<file path="config.mk">
export PLATFORM = sky130hd
export DESIGN_NAME = pis_cell
export DESIGN_NICKNAME = d
export VERILOG_FILES = /design/src/hw/rtl/pis_pkg.sv /design/src/hw/rtl/pis_cell.sv
export SDC_FILE = /design/constraint.sdc
export NUM_CORES = 1
export LEC_CHECK = 0
export ABC_AREA = 1
export ABC_CLOCK_PERIOD_IN_PS = 2800
export BUFFER_PORTS_ARGS = -buffer_cell sky130_fd_sc_hd__buf_2
export CORE_MARGIN = 2
export CORE_UTILIZATION = 49
export DETAILED_ROUTE_END_ITERATION = 10
export PLACE_DENSITY_LB_ADDON = 0.12
export SETUP_SLACK_MARGIN = 0.15
export SLEW_MARGIN = 10
export SYNTH_ARGS = -nofsm -noshare
export SYNTH_HDL_FRONTEND = slang
export SYNTH_SLANG_ARGS = --single-unit
</file>
<file path="constraint.sdc">
create_clock -name clock -period 2.8 [get_ports clock]
set_clock_uncertainty 0.05 [all_clocks]
set_input_delay 0.42 -clock clock [delete_from_list [all_inputs] [get_ports clock]]
set_output_delay 0.42 -clock clock [all_outputs]
set_load 0.02 [all_outputs]
</file>
<file path="src/hw/rtl/pis_pkg.sv">
// types and constants shared by the priority interrupt selector modules
`default_nettype none

package pis_pkg;

   // fixed widths of the request and response fields
   localparam int ACTION_W = 3;
   localparam int SRC_W    = 7;
   localparam int LEVEL_W  = 8;
   localparam int STATUS_W = 2;

   // request actions
   typedef enum logic [ACTION_W-1:0] {
      ACT_SETPRIO  = 3'd0,
      ACT_ENABLE   = 3'd1,
      ACT_DISABLE  = 3'd2,
      ACT_RAISE    = 3'd3,
      ACT_DISPATCH = 3'd4
   } action_type;

   // response status codes
   typedef enum logic [STATUS_W-1:0] {
      ST_OK     = 2'd0,
      ST_BADSRC = 2'd1,
      ST_LOCKED = 2'd2
   } status_type;

   // operation broadcast to every list cell
   typedef enum logic [2:0] {
      CELL_NONE     = 3'd0,
      CELL_INSERT   = 3'd1,
      CELL_REMOVE   = 3'd2,
      CELL_RAISE    = 3'd3,
      CELL_DISPATCH = 3'd4
   } cell_op_type;

   // command seen by all cells in the same cycle
   typedef struct packed {
      cell_op_type      op;
      logic [SRC_W-1:0] src;
      logic             pend;
   } cell_cmd_type;

endpackage

`default_nettype wire

</file>
<file path="src/hw/rtl/pis_cell.sv">
// one slot of the sorted list of enabled sources
`default_nettype none

module pis_cell #(
   parameter int LevelBits = 8
) (
   input  wire logic                      clock,
   input  wire logic                      reset,
   input  wire pis_pkg::cell_cmd_type     cmd,
   input  wire logic [LevelBits-1:0]      cmd_level,
   // neighbor toward the head of the list
   input  wire logic                      left_occ,
   input  wire logic [pis_pkg::SRC_W-1:0] left_src,
   input  wire logic [LevelBits-1:0]      left_prio,
   input  wire logic                      left_pend,
   // neighbor toward the tail of the list
   input  wire logic                      right_occ,
   input  wire logic [pis_pkg::SRC_W-1:0] right_src,
   input  wire logic [LevelBits-1:0]      right_prio,
   input  wire logic                      right_pend,
   // own contents
   output logic                           occ,
   output logic [pis_pkg::SRC_W-1:0]      src,
   output logic [LevelBits-1:0]           prio,
   output logic                           pend,
   // flags handed along the row
   input  wire logic                      ins_i,
   output logic                           ins_o,
   input  wire logic                      del_i,
   output logic                           del_o,
   input  wire logic                      hit_i,
   output logic                           hit_o,
   output logic                           first_o
);

   logic                      occ_ff,  occ_in;
   logic [pis_pkg::SRC_W-1:0] src_ff,  src_in;
   logic [LevelBits-1:0]      prio_ff, prio_in;
   logic                      pend_ff, pend_in;
   logic                      match;
   logic                      avail;

   // slot holds the addressed source
   assign match = occ_ff & (src_ff == cmd.src);

   // new entry goes at or before this slot when the slot is empty or the new level is strictly higher
   assign ins_o = !occ_ff | (cmd_level > prio_ff);

   // removal shifts this slot and every slot after the match
   assign del_o = del_i | match;

   // first pending entry in list order
   assign avail   = occ_ff & pend_ff;
   assign hit_o   = hit_i | avail;
   assign first_o = avail & !hit_i;

   // next contents
   always_comb begin
      occ_in  = occ_ff;
      src_in  = src_ff;
      prio_in = prio_ff;
      pend_in = pend_ff;
      case (cmd.op)
         pis_pkg::CELL_INSERT: begin
            if (ins_o && !ins_i) begin
               occ_in  = 1'b1;
               src_in  = cmd.src;
               prio_in = cmd_level;
               pend_in = cmd.pend;
            end else if (ins_o) begin
               occ_in  = left_occ;
               src_in  = left_src;
               prio_in = left_prio;
               pend_in = left_pend;
            end
         end
         pis_pkg::CELL_REMOVE: begin
            if (del_o) begin
               occ_in  = right_occ;
               src_in  = right_src;
               prio_in = right_prio;
               pend_in = right_pend;
            end
         end
         pis_pkg::CELL_RAISE: begin
            if (match) begin
               pend_in = 1'b1;
            end
         end
         pis_pkg::CELL_DISPATCH: begin
            if (first_o) begin
               pend_in = 1'b0;
            end
         end
         default: begin
         end
      endcase
   end

   // control bits
   always_ff @(posedge clock) begin
      if (reset) begin
         occ_ff  <= 1'b0;
         pend_ff <= 1'b0;
      end else begin
         occ_ff  <= occ_in;
         pend_ff <= pend_in;
      end
   end

   // payload
   always_ff @(posedge clock) begin
      src_ff  <= src_in;
      prio_ff <= prio_in;
   end

   assign occ  = occ_ff;
   assign src  = src_ff;
   assign prio = prio_ff;
   assign pend = pend_ff;

endmodule

`default_nettype wire

</file>
==> metrics.txt <==
# TYPE chip_impl_metric gauge
chip_impl_metric{name="max-clock-path-buffers",unit=""} 2
chip_impl_metric{name="timing_max_transition_violations_final",unit=""} 0
chip_impl_metric{name="cts.reportedPaths.clkPinSlew",unit="ps"} 110
chip_impl_metric{name="worst_hold_path_cell_count",unit=""} 4
chip_impl_info{name="outcome",value="finished with violations"} 1
chip_impl_metric{name="die_area",unit="sq mm"} 0.00348
chip_impl_metric{name="post_synth_inst_count",unit=""} 229
chip_impl_info{name="timing.critical_path.from_type",value="flip-flop"} 1
chip_impl_info{name="timing.hold.worst.class",value="input pin to flip-flop"} 1
chip_impl_info{name="synth_top_flop_cell",value="edfxtp_1"} 1
chip_impl_metric{name="finish.net_count",unit=""} 374
chip_impl_metric{name="pre_cts_slack",unit="ps"} 548
chip_impl_metric{name="cts.repair.resized",unit=""} 0
chip_impl_metric{name="floorplan.io_pins",unit=""} 79
chip_impl_info{name="crit_path_cell_trace",value="inv_1, ha_1, nand2_1, nand2_1, nand2_1, nand2_1, nand2_1, nand2_1, nand2_2, nand2_2, buf_2"} 1
chip_impl_metric{name="p_per_area",unit="mW/mm^2"} 341
chip_impl_metric{name="power_leakage",unit="nW"} 1.14
chip_impl_metric{name="ir_drop_worst_vdd",unit="mV"} 0.208
chip_impl_metric{name="r2r_setup_slack",unit="ps"} 710
chip_impl_metric{name="yosys_register_bits",unit=""} 17
chip_impl_metric{name="post-route-min-period",unit="ps"} 2140
chip_impl_metric{name="gpl.final_weighted_congestion",unit=""} 0.793
chip_impl_metric{name="grt-ovfl-total",unit=""} 0
chip_impl_metric{name="share_of_the_synthesized_area_in_the_top_cell_type",unit="%"} 30.4
chip_impl_metric{name="mappedNetlistArea",unit="sq mm"} 0.00148
chip_impl_info{name="worst_hold_startpoint",value="reset"} 1
chip_impl_metric{name="finalCritPeriodShare",unit="%"} 76.5
chip_impl_info{name="timing.critical_path.to_type",value="output pin"} 1
chip_impl_metric{name="routed_wirelength",unit="um"} 3290
chip_impl_info{name="ctsRootBufferMaster",value="clkbuf_4"} 1
chip_impl_info{name="worst_min_delay_path_endpoint",value="pend$_SDFFE_PP0P_"} 1
chip_impl_metric{name="cap_violations",unit=""} 0
chip_impl_metric{name="max_slew_margin",unit="%"} 77.5
chip_impl_metric{name="tightest_pin_transition",unit="ps"} 337
chip_impl_metric{name="cts_hold_fix_bufs",unit=""} 0
chip_impl_metric{name="first_pass_grt_wire_length",unit="um"} 5480
chip_impl_metric{name="first_iter_violations",unit=""} 64
chip_impl_metric{name="num_antenna_cells",unit=""} 0
chip_impl_info{name="library_cell_contributing_the_largest_single_delay_on_the_critical_path",value="edfxtp_1"} 1
chip_impl_metric{name="final_layout_size_suffix_gt1_share",unit="%"} 30.3
chip_impl_info{name="tritoncts",value="yes"} 1
chip_impl_metric{name="cp_data_arrival_time",unit="ps"} 1670
chip_impl_metric{name="synth-edff-count",unit=""} 15
chip_impl_metric{name="yosys_warnings",unit=""} 0
chip_impl_metric{name="worst-r2r-cell-count",unit=""} 14
chip_impl_metric{name="drt.antenna.violating_nets",unit=""} 0
chip_impl_metric{name="chipWidth",unit="um"} 59.0
chip_impl_info{name="post-synth-top-area-cell",value="edfxtp_1"} 1
chip_impl_metric{name="io_buffer_count",unit=""} 78
chip_impl_metric{name="critical_path_peak_fanout",unit=""} 3
chip_impl_metric{name="cts_setup_buffers",unit=""} 0
chip_impl_metric{name="final_util",unit="%"} 68.1
chip_impl_info{name="violations_in_the_final_reports",value="DRC"} 1
chip_impl_metric{name="clk-insertion-delay-late",unit="ps"} 290
chip_impl_info{name="r2r_start",value="prio[1]$_DFFE_PP_"} 1
chip_impl_metric{name="route.vias.total",unit=""} 1505
chip_impl_metric{name="routed_wire_length_per_instance",unit="um"} 9.72
chip_impl_metric{name="synth-async-reset-ratio",unit="%"} 0
chip_impl_metric{name="tns",unit="ps"} 0
chip_impl_metric{name="first_global_vias",unit=""} 1391
chip_impl_metric{name="crit_required",unit="ps"} 2330
chip_impl_metric{name="rows",unit=""} 19
chip_impl_metric{name="core",unit="sq mm"} 0.00281
chip_impl_info{name="rsz_0062_raised_after_global_routing",value="no"} 1
chip_impl_metric{name="cts_made_buffers",unit=""} 3
chip_impl_info{name="timing.critical_path.mode_cell",value="nand2_1"} 1
chip_impl_metric{name="ys_types",unit=""} 26
chip_impl_metric{name="drtPass1Iterations",unit=""} 7
chip_impl_info{name="synthTopCellsByArea",value="edfxtp_1, nand2_1, inv_1, o21ai_1, ha_1"} 1
chip_impl_metric{name="timing.fmax",unit="MHz"} 467
chip_impl_metric{name="grt_max_degree",unit=""} 33
chip_impl_metric{name="number_of_nets_in_the_synthesized_netlist",unit=""} 295
chip_impl_info{name="crit-reg2reg-capture",value="prio[7]$_DFFE_PP_"} 1
chip_impl_metric{name="drt-vias-per-instance",unit=""} 4.45
chip_impl_metric{name="numClockSinks",unit=""} 17
chip_impl_metric{name="area_delta_synth_final",unit="%"} 29.1
chip_impl_metric{name="critical-path-max-stage-delay",unit="ps"} 420
chip_impl_metric{name="setup_violations",unit=""} 0
chip_impl_metric{name="antenna_found_initial",unit=""} 0
chip_impl_metric{name="synth_seq_area_share",unit="%"} 33.1
chip_impl_metric{name="start_util",unit="%"} 52.8
chip_impl_metric{name="hpwl_detailed",unit="um"} 2680
chip_impl_metric{name="grt.total_usage",unit="%"} 20.3
chip_impl_metric{name="clock_tree.htree_level_count",unit=""} 1
chip_impl_metric{name="post_synth.cell_area_avg",unit="sq um"} 6.46
chip_impl_metric{name="layout_setup_ws",unit="ps"} 657
chip_impl_info{name="criticalPathCategory",value="flip-flop to output pin"} 1
chip_impl_metric{name="finalHoldViolations",unit=""} 0
chip_impl_metric{name="die-height",unit="um"} 59.0
chip_impl_metric{name="remaining_routing_drc_violations",unit=""} 3
[how the worst max path moves through the flow]
stage,start,end,slack (ps)
floorplan,prio[7]$_DFFE_PP_,prio[0]$_DFFE_PP_,780
finish,prio[1]$_DFFE_PP_,ins_o,660
detailed placement,cmd_level[7],prio[7]$_DFFE_PP_,550
global route,prio[1]$_DFFE_PP_,prio[7]$_DFFE_PP_,480
global placement,cmd_level[3],prio[7]$_DFFE_PP_,560
CTS,prio[3]$_DFFE_PP_,ins_o,630
[synth_stat cells, types with 2 or more instances]
master,n
nand2_1,75
inv_1,57
o21ai_1,28
edfxtp_1,15
nor2_1,12
ha_1,8
nand3_1,7
a21oi_1,4
buf_6,2
clkbuf_1,2
dfxtp_1,2
nand2_2,2
o21ai_0,2
[routing by layer]
metal,GRT usage [%],wire length [um]
met1,25.7,1540
met2,37.0,1560
met5,0,0
met3,1.98,184
met4,4.87,10
[sequential cells by signal (all words and copies together), names as in the netlist]
signal	flops
prio	8
src	7
occ	1
pend	1
[stage by stage]
step                      instance area, sq um  power, mW  hold slack [ps]  cells
after detailed placement                  1880      0.523              497    334
after CTS                                 1910      0.658              305    338
after global routing                      1910      0.697              324    338
after floorplan                           1480      0.445              508    229
after global placement                    1880      0.519              492    334
final                                     1910      0.652              304    338
[critical path: cells and delay by family (launching register included)]
family                     cells  cell delay, ps
and+or+nand+nor                8             470
DFF                            1             420
adders and majority gates      1             230
buffers and inverters          2             250
[final cells by class]
| type | instances | area, sq um |
|---|---|---|
| timing repair buffer | 80 | 405 |
| inverter | 57 | 214 |
| multi-input combinational | 149 | 734 |
| clock buffer | 3 | 22.5 |
| fill | 277 | 895 |
| sequential | 17 | 490 |
| tap | 31 | 38.8 |
| clock inverter | 1 | 5.00 |
[cells by family (layout without fill, tap and decap cells)]
group	count (synthesis)	after routing	synth area share, %
simple gates	103	103	29.2
buf+inv	63	141	17.2
compound gates	38	38	13.7
flops	17	17	33.1
fa+ha+maj	8	8	6.76
[power breakdown]
group          internal [mW]  total, mW  switching (mW)
registers              0.297      0.306         0.00940
clock network         0.0531      0.136          0.0832
logic                 0.0874      0.209           0.122
[layout by cell type, fill, tap and decap left out, types with 2 or more instances in the layout]
master,n
clkbuf_4,3
nand2_1,75
nand2_2,2
edfxtp_1,15
o21ai_0,2
buf_4,2
buf_2,78
inv_1,57
ha_1,8
nand3_1,7
a21oi_1,4
o21ai_1,28
dfxtp_1,2
nor2_1,12
Note: power is estimated with default switching activity, not from simulation.
